### config.mk
export PLATFORM = sky130hd
export DESIGN_NAME = time_weighted_sample_binner_flat
export DESIGN_NICKNAME = d
export VERILOG_FILES = /design/src/sv/twsb_pkg.sv /design/src/sv/twsb_in_if.sv /design/src/sv/twsb_out_if.sv /design/src/sv/twsb_cfg_if.sv /design/src/sv/twsb_div.sv /design/src/sv/time_weighted_sample_binner.sv /design/src/flat_wrapper.sv
export VERILOG_INCLUDE_DIRS = /design/src /design/src/sv
export SDC_FILE = /design/constraint.sdc
export NUM_CORES = 2
export LEC_CHECK = 0
export ABC_AREA = 1
export BUFFER_PORTS_ARGS = -buffer_cell sky130_fd_sc_hd__buf_2
export CELL_PAD_IN_SITES_DETAIL_PLACEMENT = 0
export CELL_PAD_IN_SITES_GLOBAL_PLACEMENT = 1
export CORE_MARGIN = 2
export CORE_UTILIZATION = 35
export CTS_CLUSTER_DIAMETER = 150
export DETAILED_ROUTE_END_ITERATION = 6
export PLACE_DENSITY_LB_ADDON = 0.1
export SLEW_MARGIN = 20
export SYNTH_ARGS = -nofsm -noshare
export SYNTH_HDL_FRONTEND = slang
export SYNTH_HIERARCHICAL = 1
export SYNTH_SLANG_ARGS = --single-unit
export TNS_END_PERCENT = 5
### constraint.sdc
create_clock -name clk -period 9.3 [get_ports clk]
set_input_delay 0.465 -clock clk [delete_from_list [all_inputs] [get_ports clk]]
set_output_delay 0.465 -clock clk [all_outputs]
set_load 0.05 [all_outputs]
### src/sv/assert_macros.svh
// Assertion macros shared by the binner modules.
`ifndef ASSERT_MACROS_SVH
`define ASSERT_MACROS_SVH
`ifndef NO_ASSERTIONS
`define ASSERT_IMPLIES(label, ante, cons) \
	label: assert property (@(posedge clk) disable iff (!arst_n) (ante) |-> (cons)) \
		else $error("assertion failed");
`define ASSERT_NEXT(label, ante, cons) \
	label: assert property (@(posedge clk) disable iff (!arst_n) (ante) |=> (cons)) \
		else $error("assertion failed");
`else
`define ASSERT_IMPLIES(label, ante, cons)
`define ASSERT_NEXT(label, ante, cons)
`endif
`endif

### src/sv/twsb_pkg.sv
// Shared constants and types of the time-weighted sample binner.
package twsb_pkg;
	localparam int MAX_SAMPLES = 64;
	localparam int CNT_W       = 7;
	localparam int CFG_IDX_W   = 8;
	localparam int CFG_DATA_W  = 16;
	localparam int DIV_STEPS   = 32;
	localparam int DIV_CNT_W   = $clog2(DIV_STEPS + 1);

	localparam logic [CFG_IDX_W-1:0] REG_SAMPLE_INTERVAL = 8'd0;
	localparam logic [CFG_IDX_W-1:0] REG_SAMPLE_COUNT    = 8'd1;

	localparam logic [15:0]      INTERVAL_RST = 16'd60;
	localparam logic [CNT_W-1:0] COUNT_RST    = 7'd64;

	// divider request: 64-bit dividend, 32-bit divisor
	typedef struct packed {
		logic        start;
		logic [63:0] num;
		logic [31:0] den;
	} div_req_t;

	// divider response: ovf set when the quotient needs more than 32 bits
	typedef struct packed {
		logic        done;
		logic        ovf;
		logic [31:0] quo;
	} div_rsp_t;
endpackage

### src/sv/twsb_in_if.sv
// Reading channel: one beat per timestamped reading.
interface twsb_in_if import twsb_pkg::*; ();
	logic               valid;
	logic               ready;
	logic [31:0]        now_s;
	logic signed [31:0] reading;
	logic               reading_finite;

	modport source (output valid, output now_s, output reading, output reading_finite,
		input ready);
	modport sink (input valid, input now_s, input reading, input reading_finite,
		output ready);
endinterface

### src/sv/twsb_out_if.sv
// Result channel: one beat per emitted sample.
interface twsb_out_if import twsb_pkg::*; ();
	logic               valid;
	logic               ready;
	logic signed [31:0] sample_value;
	logic               sample_empty;
	logic               last_of_run;

	modport source (output valid, output sample_value, output sample_empty,
		output last_of_run, input ready);
	modport sink (input valid, input sample_value, input sample_empty,
		input last_of_run, output ready);
endinterface

### src/sv/twsb_cfg_if.sv
// Register write channel: index and data per beat.
interface twsb_cfg_if import twsb_pkg::*; ();
	logic                  valid;
	logic                  ready;
	logic [CFG_IDX_W-1:0]  index;
	logic [CFG_DATA_W-1:0] data;

	modport source (output valid, output index, output data, input ready);
	modport sink (input valid, input index, input data, output ready);
endinterface

### src/sv/twsb_div.sv
// Shared restoring divider, one quotient bit per cycle.
`include "assert_macros.svh"
module twsb_div import twsb_pkg::*; (
	input  logic     clk,
	input  logic     arst_n,
	input  div_req_t req,
	output div_rsp_t rsp
);
	logic                 busy_q;
	logic                 done_q;
	logic                 ovf_q;
	logic [DIV_CNT_W-1:0] cnt_q;
	logic [31:0]          rem_q;
	logic [31:0]          quo_q;
	logic [31:0]          den_q;
	logic [33:0]          trial;

	// shifted partial remainder minus divisor; bit 33 is the borrow
	assign trial = {1'b0, rem_q, quo_q[31]} - {2'b00, den_q};

	always_ff @(posedge clk or negedge arst_n) begin
		if (!arst_n) begin
			busy_q <= 1'b0;
			done_q <= 1'b0;
			ovf_q  <= 1'b0;
			cnt_q  <= '0;
		end else begin
			done_q <= 1'b0;
			if (req.start) begin
				// high half not below divisor: quotient overflows 32 bits
				if (req.num[63:32] >= req.den) begin
					ovf_q  <= 1'b1;
					done_q <= 1'b1;
				end else begin
					ovf_q  <= 1'b0;
					busy_q <= 1'b1;
					cnt_q  <= DIV_CNT_W'(DIV_STEPS);
				end
			end else if (busy_q) begin
				cnt_q <= cnt_q - DIV_CNT_W'(1);
				if (cnt_q == DIV_CNT_W'(1)) begin
					busy_q <= 1'b0;
					done_q <= 1'b1;
				end
			end
		end
	end

	always_ff @(posedge clk) begin
		if (req.start) begin
			rem_q <= req.num[63:32];
			quo_q <= req.num[31:0];
			den_q <= req.den;
		end else if (busy_q) begin
			if (!trial[33]) begin
				rem_q <= trial[31:0];
				quo_q <= {quo_q[30:0], 1'b1};
			end else begin
				rem_q <= {rem_q[30:0], quo_q[31]};
				quo_q <= {quo_q[30:0], 1'b0};
			end
		end
	end

	assign rsp.done = done_q;
	assign rsp.ovf  = ovf_q;
	assign rsp.quo  = quo_q;

	`ASSERT_IMPLIES(a_start_idle, req.start, !busy_q)
	`ASSERT_NEXT(a_done_pulse, rsp.done, !rsp.done)
	`ASSERT_IMPLIES(a_cnt_range, busy_q, (cnt_q != '0) && (cnt_q <= DIV_CNT_W'(DIV_STEPS)))
endmodule

### src/sv/time_weighted_sample_binner.sv
// Top level of the time-weighted sample binner: sequencer and state.
//
// Usage:
//   din  - one beat per reading: now_s (seconds), reading (Q16.16),
//          reading_finite (0 counts the reading as zero).
//   dout - result beats: a run of gap markers (sample_empty=1, value 0)
//          ending in one average beat (sample_empty=0, last_of_run=1).
//   cfg  - register writes, always ready: index 0 sample_interval_s,
//          index 1 sample_count; other indexes are ignored. Write only idle.
// Sequence: the first reading and readings without time advance are handled
//   in the idle state alone. An accumulated reading goes through a multiply
//   step, an accumulate step and a pass of the shared divider for the sample
//   count; if a sample is due, a second divider pass forms the average, then
//   one beat per result at the rate dout takes them.
// din.ready is low after an advancing reading until no sample proves due or
//   the last result beat is taken; a stalled dout holds beat and sequencer.
// Reset: interval 60 s, count 64, no timestamps known, sums cleared.
`include "assert_macros.svh"
module time_weighted_sample_binner import twsb_pkg::*; (
	input logic clk,
	input logic arst_n,
	twsb_cfg_if.sink cfg,
	twsb_in_if.sink din,
	twsb_out_if.source dout
);
	localparam logic [2:0] ST_IDLE = 3'd0;
	localparam logic [2:0] ST_MUL  = 3'd1;
	localparam logic [2:0] ST_ACC  = 3'd2;
	localparam logic [2:0] ST_DIVR = 3'd3;
	localparam logic [2:0] ST_DIVA = 3'd4;
	localparam logic [2:0] ST_EMIT = 3'd5;

	logic [2:0]         state_q;
	logic [15:0]        interval_q;
	logic [CNT_W-1:0]   count_q;
	logic               times_known_q;
	logic               sample_known_q;
	logic [31:0]        last_input_q;
	logic [31:0]        last_sample_q;
	logic signed [63:0] sum_q;
	logic [31:0]        wt_q;
	logic [31:0]        now_q;
	logic signed [31:0] val_q;
	logic [31:0]        dt_q;
	logic signed [63:0] prod_q;
	logic [63:0]        mag_q;
	logic [CNT_W-1:0]   runs_q;
	logic [CNT_W-1:0]   left_q;
	logic [31:0]        avg_q;

	logic               in_beat;
	logic               out_beat;
	logic signed [65:0] prod_full;
	logic signed [63:0] acc_sum;
	logic               acc_ovf;
	logic [32:0]        wt_sum;
	logic [15:0]        interval_eff;
	logic [CNT_W-1:0]   cap;
	logic [31:0]        elapsed;
	logic [31:0]        avg_res;
	div_req_t           div_req;
	div_rsp_t           div_rsp;

	assign in_beat  = din.valid && din.ready;
	assign out_beat = dout.valid && dout.ready;

	// register file
	assign cfg.ready = 1'b1;
	always_ff @(posedge clk or negedge arst_n) begin
		if (!arst_n) begin
			interval_q <= INTERVAL_RST;
			count_q    <= COUNT_RST;
		end else if (cfg.valid) begin
			case (cfg.index)
				REG_SAMPLE_INTERVAL: interval_q <= cfg.data;
				REG_SAMPLE_COUNT:    count_q    <= cfg.data[CNT_W-1:0];
				default: ;
			endcase
		end
	end

	// zero interval acts as 1; count clamps to 1..MAX_SAMPLES
	assign interval_eff = (interval_q == '0) ? 16'd1 : interval_q;
	always_comb begin
		if (count_q == '0)
			cap = CNT_W'(1);
		else if (count_q > CNT_W'(MAX_SAMPLES))
			cap = CNT_W'(MAX_SAMPLES);
		else
			cap = count_q;
	end

	// reading * seconds: exact in 64 bits
	assign prod_full = $signed({val_q[31], val_q}) * $signed({1'b0, dt_q});

	// saturating accumulate
	assign acc_sum = sum_q + prod_q;
	assign acc_ovf = (sum_q[63] == prod_q[63]) && (acc_sum[63] != sum_q[63]);
	assign wt_sum  = {1'b0, wt_q} + {1'b0, dt_q};

	// a fresh sample time gives zero elapsed, so no output this reading
	assign elapsed = sample_known_q ? (now_q - last_sample_q) : 32'd0;

	// divider requests: sample count first, average second
	always_comb begin
		div_req.start = 1'b0;
		div_req.num   = {32'd0, elapsed};
		div_req.den   = {16'd0, interval_eff};
		if (state_q == ST_ACC) begin
			div_req.start = 1'b1;
		end else if (state_q == ST_DIVR) begin
			// round half away from zero on the magnitude
			div_req.start = div_rsp.done && (div_rsp.ovf || (div_rsp.quo != '0));
			div_req.num   = mag_q + {33'd0, wt_q[31:1]};
			div_req.den   = wt_q;
		end
	end

	// sign and saturate the quotient to Q16.16
	always_comb begin
		if (sum_q[63]) begin
			if (div_rsp.ovf || (div_rsp.quo > 32'h8000_0000))
				avg_res = 32'h8000_0000;
			else
				avg_res = 32'd0 - div_rsp.quo;
		end else begin
			if (div_rsp.ovf || div_rsp.quo[31])
				avg_res = 32'h7FFF_FFFF;
			else
				avg_res = div_rsp.quo;
		end
	end

	twsb_div u_div (
		.clk    (clk),
		.arst_n (arst_n),
		.req    (div_req),
		.rsp    (div_rsp)
	);

	// sequencer and control state
	always_ff @(posedge clk or negedge arst_n) begin
		if (!arst_n) begin
			state_q        <= ST_IDLE;
			times_known_q  <= 1'b0;
			sample_known_q <= 1'b0;
			last_input_q   <= '0;
			last_sample_q  <= '0;
			sum_q          <= '0;
			wt_q           <= '0;
			runs_q         <= '0;
			left_q         <= '0;
		end else begin
			case (state_q)
				ST_IDLE: begin
					if (in_beat) begin
						if (!times_known_q) begin
							times_known_q <= 1'b1;
							last_input_q  <= din.now_s;
						end else if (din.now_s > last_input_q) begin
							last_input_q <= din.now_s;
							state_q      <= ST_MUL;
						end
					end
				end
				ST_MUL: state_q <= ST_ACC;
				ST_ACC: begin
					if (acc_ovf)
						sum_q <= sum_q[63] ? {1'b1, 63'd0} : {1'b0, {63{1'b1}}};
					else
						sum_q <= acc_sum;
					wt_q <= wt_sum[32] ? 32'hFFFF_FFFF : wt_sum[31:0];
					if (!sample_known_q) begin
						sample_known_q <= 1'b1;
						last_sample_q  <= now_q;
					end
					state_q <= ST_DIVR;
				end
				ST_DIVR: begin
					if (div_rsp.done) begin
						if (!div_rsp.ovf && (div_rsp.quo == '0)) begin
							state_q <= ST_IDLE;
						end else begin
							if (div_rsp.ovf || (div_rsp.quo > {25'd0, cap}))
								runs_q <= cap;
							else
								runs_q <= div_rsp.quo[CNT_W-1:0];
							state_q <= ST_DIVA;
						end
					end
				end
				ST_DIVA: begin
					if (div_rsp.done) begin
						left_q        <= runs_q;
						sum_q         <= '0;
						wt_q          <= '0;
						last_sample_q <= now_q;
						state_q       <= ST_EMIT;
					end
				end
				ST_EMIT: begin
					if (out_beat) begin
						left_q <= left_q - CNT_W'(1);
						if (left_q == CNT_W'(1))
							state_q <= ST_IDLE;
					end
				end
				default: state_q <= ST_IDLE;
			endcase
		end
	end

	// payload registers
	always_ff @(posedge clk) begin
		if (in_beat) begin
			now_q <= din.now_s;
			val_q <= din.reading_finite ? din.reading : 32'sd0;
			dt_q  <= din.now_s - last_input_q;
		end
		if (state_q == ST_MUL)
			prod_q <= $signed(prod_full[63:0]);
		// magnitude settles while the count divide runs
		if (state_q == ST_DIVR)
			mag_q <= sum_q[63] ? (64'd0 - sum_q) : sum_q;
		if ((state_q == ST_DIVA) && div_rsp.done)
			avg_q <= avg_res;
	end

	assign din.ready         = (state_q == ST_IDLE);
	assign dout.valid        = (state_q == ST_EMIT);
	assign dout.last_of_run  = (left_q == CNT_W'(1));
	assign dout.sample_empty = !dout.last_of_run;
	assign dout.sample_value = dout.last_of_run ? $signed(avg_q) : 32'sd0;

	`ASSERT_IMPLIES(a_left_range, dout.valid, (left_q != '0) && (left_q <= CNT_W'(MAX_SAMPLES)))
	`ASSERT_NEXT(a_last_frees_input, out_beat && dout.last_of_run, din.ready)
	`ASSERT_IMPLIES(a_acc_cleared, dout.valid, (sum_q == '0) && (wt_q == '0))
endmodule

### src/flat_wrapper.sv
// flat-port wrapper written by rule: the top's interface ports become plain ports
module time_weighted_sample_binner_flat import twsb_pkg::*;
  (clk, arst_n, cfg_valid, cfg_index, cfg_data, cfg_ready, din_valid, din_now_s, din_reading, din_reading_finite, din_ready, dout_valid, dout_sample_value, dout_sample_empty, dout_last_of_run, dout_ready);
  twsb_cfg_if cfg_i ();
  twsb_in_if din_i ();
  twsb_out_if dout_i ();
  input logic clk;
  input logic arst_n;
  input wire logic [$bits(cfg_i.valid)-1:0] cfg_valid;
  input wire logic [$bits(cfg_i.index)-1:0] cfg_index;
  input wire logic [$bits(cfg_i.data)-1:0] cfg_data;
  output wire logic [$bits(cfg_i.ready)-1:0] cfg_ready;
  input wire logic [$bits(din_i.valid)-1:0] din_valid;
  input wire logic [$bits(din_i.now_s)-1:0] din_now_s;
  input wire logic [$bits(din_i.reading)-1:0] din_reading;
  input wire logic [$bits(din_i.reading_finite)-1:0] din_reading_finite;
  output wire logic [$bits(din_i.ready)-1:0] din_ready;
  output wire logic [$bits(dout_i.valid)-1:0] dout_valid;
  output wire logic [$bits(dout_i.sample_value)-1:0] dout_sample_value;
  output wire logic [$bits(dout_i.sample_empty)-1:0] dout_sample_empty;
  output wire logic [$bits(dout_i.last_of_run)-1:0] dout_last_of_run;
  input wire logic [$bits(dout_i.ready)-1:0] dout_ready;
  assign cfg_i.valid = cfg_valid;
  assign cfg_i.index = cfg_index;
  assign cfg_i.data = cfg_data;
  assign cfg_ready = cfg_i.ready;
  assign din_i.valid = din_valid;
  assign din_i.now_s = din_now_s;
  assign din_i.reading = din_reading;
  assign din_i.reading_finite = din_reading_finite;
  assign din_ready = din_i.ready;
  assign dout_valid = dout_i.valid;
  assign dout_sample_value = dout_i.sample_value;
  assign dout_sample_empty = dout_i.sample_empty;
  assign dout_last_of_run = dout_i.last_of_run;
  assign dout_i.ready = dout_ready;
  time_weighted_sample_binner u_core (.clk(clk), .arst_n(arst_n), .cfg(cfg_i), .din(din_i), .dout(dout_i));
endmodule
==> insert_results.sql <==
INSERT INTO impl_metrics (metric_group, metric, value, unit) VALUES
('placed_design', 'preCtsSetupSlack', '1.125', 'ns'),
('sta', 'timing_worst_slew_pin_value', '1.194', 'ns'),
('worst_setup_path', 'worst_ep_arrival_time', '8.73', 'ns'),
('sta', 'timing.fmax', '0.1215', 'GHz'),
('placed_design', 'placement.io_buffers', '129', ''),
('status', 'outcome', 'finished, final reports clean', ''),
('global_route', 'grt_pass1_vias', '71190', ''),
('worst_setup_path', 'setup.reg_to_reg.worst_slack', '1.07', 'ns'),
('clocking', 'worst_skew_pair.late_latency', '0.76', 'ns'),
('yosys', 'yosys.area.top_type', 'sky130_fd_sc_hd__fa_1', ''),
('worst_setup_path', 'worst_path_most_repeated_cell', 'sky130_fd_sc_hd__fa_1', ''),
('worst_hold_path', 'kind_of_path_behind_the_tightest_hold_check', 'primary input to register', ''),
('clocking', 'htree_levels', '3', ''),
('yosys', 'yosys-top-cells-area', 'sky130_fd_sc_hd__fa_1 (23%), sky130_fd_sc_hd__nand2_1 (16%), sky130_fd_sc_hd__edfxtp_1 (13%), sky130_fd_sc_hd__inv_1 (12%), sky130_fd_sc_hd__ha_1 (8.8%)', ''),
('worst_setup_path', 'setup.worst_path.end', 'u_core/prod_q[62]', ''),
('worst_setup_path', 'critical_path.reg2reg.startpoint', 'u_core/val_q[9]', ''),
('yosys', 'synth_area_per_cell', '7.211', 'um^2'),
('floorplanning', 'die_width', '478.8', 'um'),
('routing', 'drc', '0', ''),
('worst_setup_path', 'rr_worst_depth', '25', ''),
('worst_setup_path', 'setup.worst_path.end_class', 'register', ''),
('sta', 'min_period_over_period', '88.50', '%'),
('sta', 'setup_viol_count_final', '0', ''),
('routing', 'drt-vias-per-instance', '4.912', ''),
('yosys', 'ys_types', '69', ''),
('worst_setup_path', 'timing.critical_path.required', '9.80', 'ns'),
('final_layout', 'area_growth', '10.32', '%'),
('placed_design', 'place.gp.congestion', '0.9524', ''),
('job', 'cap_viol_max_count', '0', ''),
('floorplanning', 'row_count', '174', ''),
('worst_setup_path', 'cp_max_fo', '21', ''),
('sta', 'fin_crit', '8.231', 'ns'),
('sta', 'setup-tns-final', '0', 'ns'),
('clocking', 'max-clock-path-buffers', '3', ''),
('final_layout', 'nets_finish', '12640', ''),
('yosys', 'synth_largest_type_area_fraction', '22.91', '%'),
('worst_setup_path', 'critPathLaunch', 'u_core/val_q[9]', ''),
('worst_setup_path', 'regToRegEndpoint', 'u_core/prod_q[62]', ''),
('worst_setup_path', 'timing.critical_path.from_type', 'register', ''),
('routing', 'drt_pre_antenna_iters', '6', ''),
('placed_design', 'dp_hpwl', '278.0', 'mm'),
('sta', 'unrepaired_setup_endpoints_after_global_routing', 'no', ''),
('clocking', 'cts.sinks', '563', ''),
('clocking', 'number_of_buffers_inserted_by_post_cts_setup_repair', '0', ''),
('final_layout', 'drive_above_1_share', '5.092', '%'),
('clocking', 'ctsHoldBuffers', '68', ''),
('sta', 'timing.max_slew.rel_slack', '20.42', '%'),
('global_route', 'global_route_wire_length_before_repair', '485.8', 'mm'),
('yosys', 'yosys_most_used_dff', 'sky130_fd_sc_hd__edfxtp_1', ''),
('yosys', 'post_synth_instance_area', '78910', 'um^2'),
('clocking', 'clk_pin_slew_worst_paths', '0.06', 'ns'),
('global_route', 'grt_remaining_overflow', '0', ''),
('routing', 'finalWirelength', '331.0', 'mm'),
('routing', 'detailroute.via_count', '69570', ''),
('clocking', 'numCtsBuffers', '82', ''),
('floorplanning', 'initial_core_util', '35.16', '%'),
('yosys', 'yosys_register_bits', '563', ''),
('yosys', 'syn_nets', '12500', ''),
('routing', 'ant_nets', '0', ''),
('global_route', 'grt_start_max_net_pins', '115', ''),
('yosys', 'post_synth_inst_count', '10940', ''),
('sta', 'finalClockSkew', '0.05349', 'ns'),
('clocking', 'root_buffer', 'sky130_fd_sc_hd__clkbuf_16', ''),
('routing', 'drt_iter0_drc', '5342', ''),
('sta', 'hold_viol', '0', ''),
('floorplanning', 'die_area', '229300', 'um^2'),
('floorplanning', 'io_pins', '131', ''),
('yosys', 'synth_sequential_area_ratio', '20.09', '%'),
('sta', 'final-max-slew-violation-count', '0', ''),
('clocking', 'clock_tree_from_tritoncts', 'built', ''),
('floorplanning', 'die_y', '478.8', 'um');
[cells in the final DEF, fill, tap and decap left out, drive strengths merged, types with 5 or more instances in the layout]
master       Yosys  routed
bufinv           0       8
xnor2          109     109
dfrtp          206     206
buf             45     290
and3            15      15
clkinvlp         0       7
clkinv           4      43
nand4           92      92
inv           2592    2597
ha             557     557
dlygate4sd3      0      68
or2             25      25
o21ai          355     355
clkbuf         256      95
a21o            23      23
a31oi           16      16
nor4            36      36
nor3           103     103
nand3          360     360
nor2           784     784
o31ai            5       5
o211ai          10      10
fa             903     903
a21boi          14      14
diode            0      16
xor2           145     145
a21oi          404     404
nand2         3374    3374
o21a            10      10
o22ai           10      10
nand3b          57      57
mux2            10      10
edfxtp         352     352
dfstp            5       5
o21bai          40      40
and2            10      10
[synth_stat cells (all sizes together), types with 2 or more instances]
cell / number
fa: 903
mux2: 10
dfstp: 5
inv: 2592
clkinv: 4
nor3b: 2
and3: 15
o211ai: 10
a21o: 23
ha: 557
dfrtp: 206
nand2: 3374
a31oi: 16
o21bai: 40
a21oi: 404
buf: 45
nor2: 784
nand3: 360
clkbuf: 256
o221ai: 2
xor2: 145
edfxtp: 352
nand4: 92
nor3: 103
o21a: 10
and2: 10
nor4: 36
o21ai: 355
a21boi: 14
nand3b: 57
or2: 25
xnor2: 109
o22ai: 10
o31ai: 5
[area by class of cell]
type | count | area [um^2]
timing repair buffer | 358 | 2691
fill | 24050 | 137400
clock buffer | 95 | 2171
tap | 2992 | 3744
multi-input combinational | 7484 | 52100
inverter | 2596 | 9752
antenna | 16 | 40.04
sequential | 563 | 15860
clock inverter | 59 | 703.2
[state kept, by name, indices dropped and copies added (netlist names), 3 cells and up]
name,count
u_core/avg_q,32
u_core/count_q,7
u_core/dt_q,32
u_core/interval_q,16
u_core/last_input_q,32
u_core/last_sample_q,32
u_core/left_q,7
u_core/mag_q,64
u_core/now_q,32
u_core/prod_q,64
u_core/runs_q,7
u_core/state_q,3
u_core/sum_q,64
u_core/u_div/cnt_q,6
u_core/u_div/den_q,32
u_core/u_div/quo_q,32
u_core/u_div/rem_q,32
u_core/val_q,32
u_core/wt_q,32
[per-stage QoR]
| step | hold slack [ns] | instances | cell area [um^2] |
|---|---|---|---|
| floorplan | 0.1694 | 10940 | 78910 |
| global placement | 0.4559 | 13920 | 83330 |
| detailed placement | 0.4622 | 13920 | 83430 |
| CTS | 0.0002927 | 14150 | 86980 |
| global route | 0.02626 | 14160 | 87050 |
| finish | 0.04389 | 14160 | 87060 |
[worst max-delay path, delay by kind of cell (launching register included)]
family / cells / cell delay (ns)
fa+ha+maj: 9 / 4.51
simple gates: 10 / 1.60
flops: 1 / 1.13
buf+inv: 6 / 0.73
[metal layers]
layer / vias to the layer above / track usage (%) / routed length [um]
met4: 2 / 10.68 / 13270
met3: 372 / 2.801 / 14430
met2: 1741 / 49.14 / 159400
met1: 34270 / 38.00 / 144000
li1: 33190 / - / -
met5: - / 0 / 13
[cells by family (layout without fill, tap and decap cells)]
| kind of cell | count (synthesis) | after routing | synth area share, % |
|---|---|---|---|
| compound gates | 897 | 897 | 6.182 |
| xor+xnor | 254 | 254 | 2.819 |
| fa+ha+maj | 1460 | 1460 | 31.74 |
| buf+inv | 2897 | 3108 | 13.99 |
| flops | 563 | 563 | 20.09 |
| mux | 10 | 10 | 0.1427 |
| other cells | 1 | 17 | 0.004752 |
| simple gates | 4862 | 4862 | 25.03 |
[worst min-delay path by stage]
stage	from	end	slack, ns	cells after the start
global placement	u_core/last_input_q[21]	u_core/last_input_q[21]	0.46	2
detailed placement	u_core/last_input_q[28]	u_core/last_input_q[28]	0.46	2
global route	din_now_s[5]	u_core/now_q[5]	0.03	1
CTS	din_now_s[5]	u_core/now_q[5]	0.0003	1
finish	din_now_s[5]	u_core/now_q[5]	0.04	1
floorplan	arst_n	u_core/count_q[0]	0.17	0
Power is left out: the tool's default activity adds up to more than one toggle a clock period on the data nets, which glitch-free logic cannot reach.
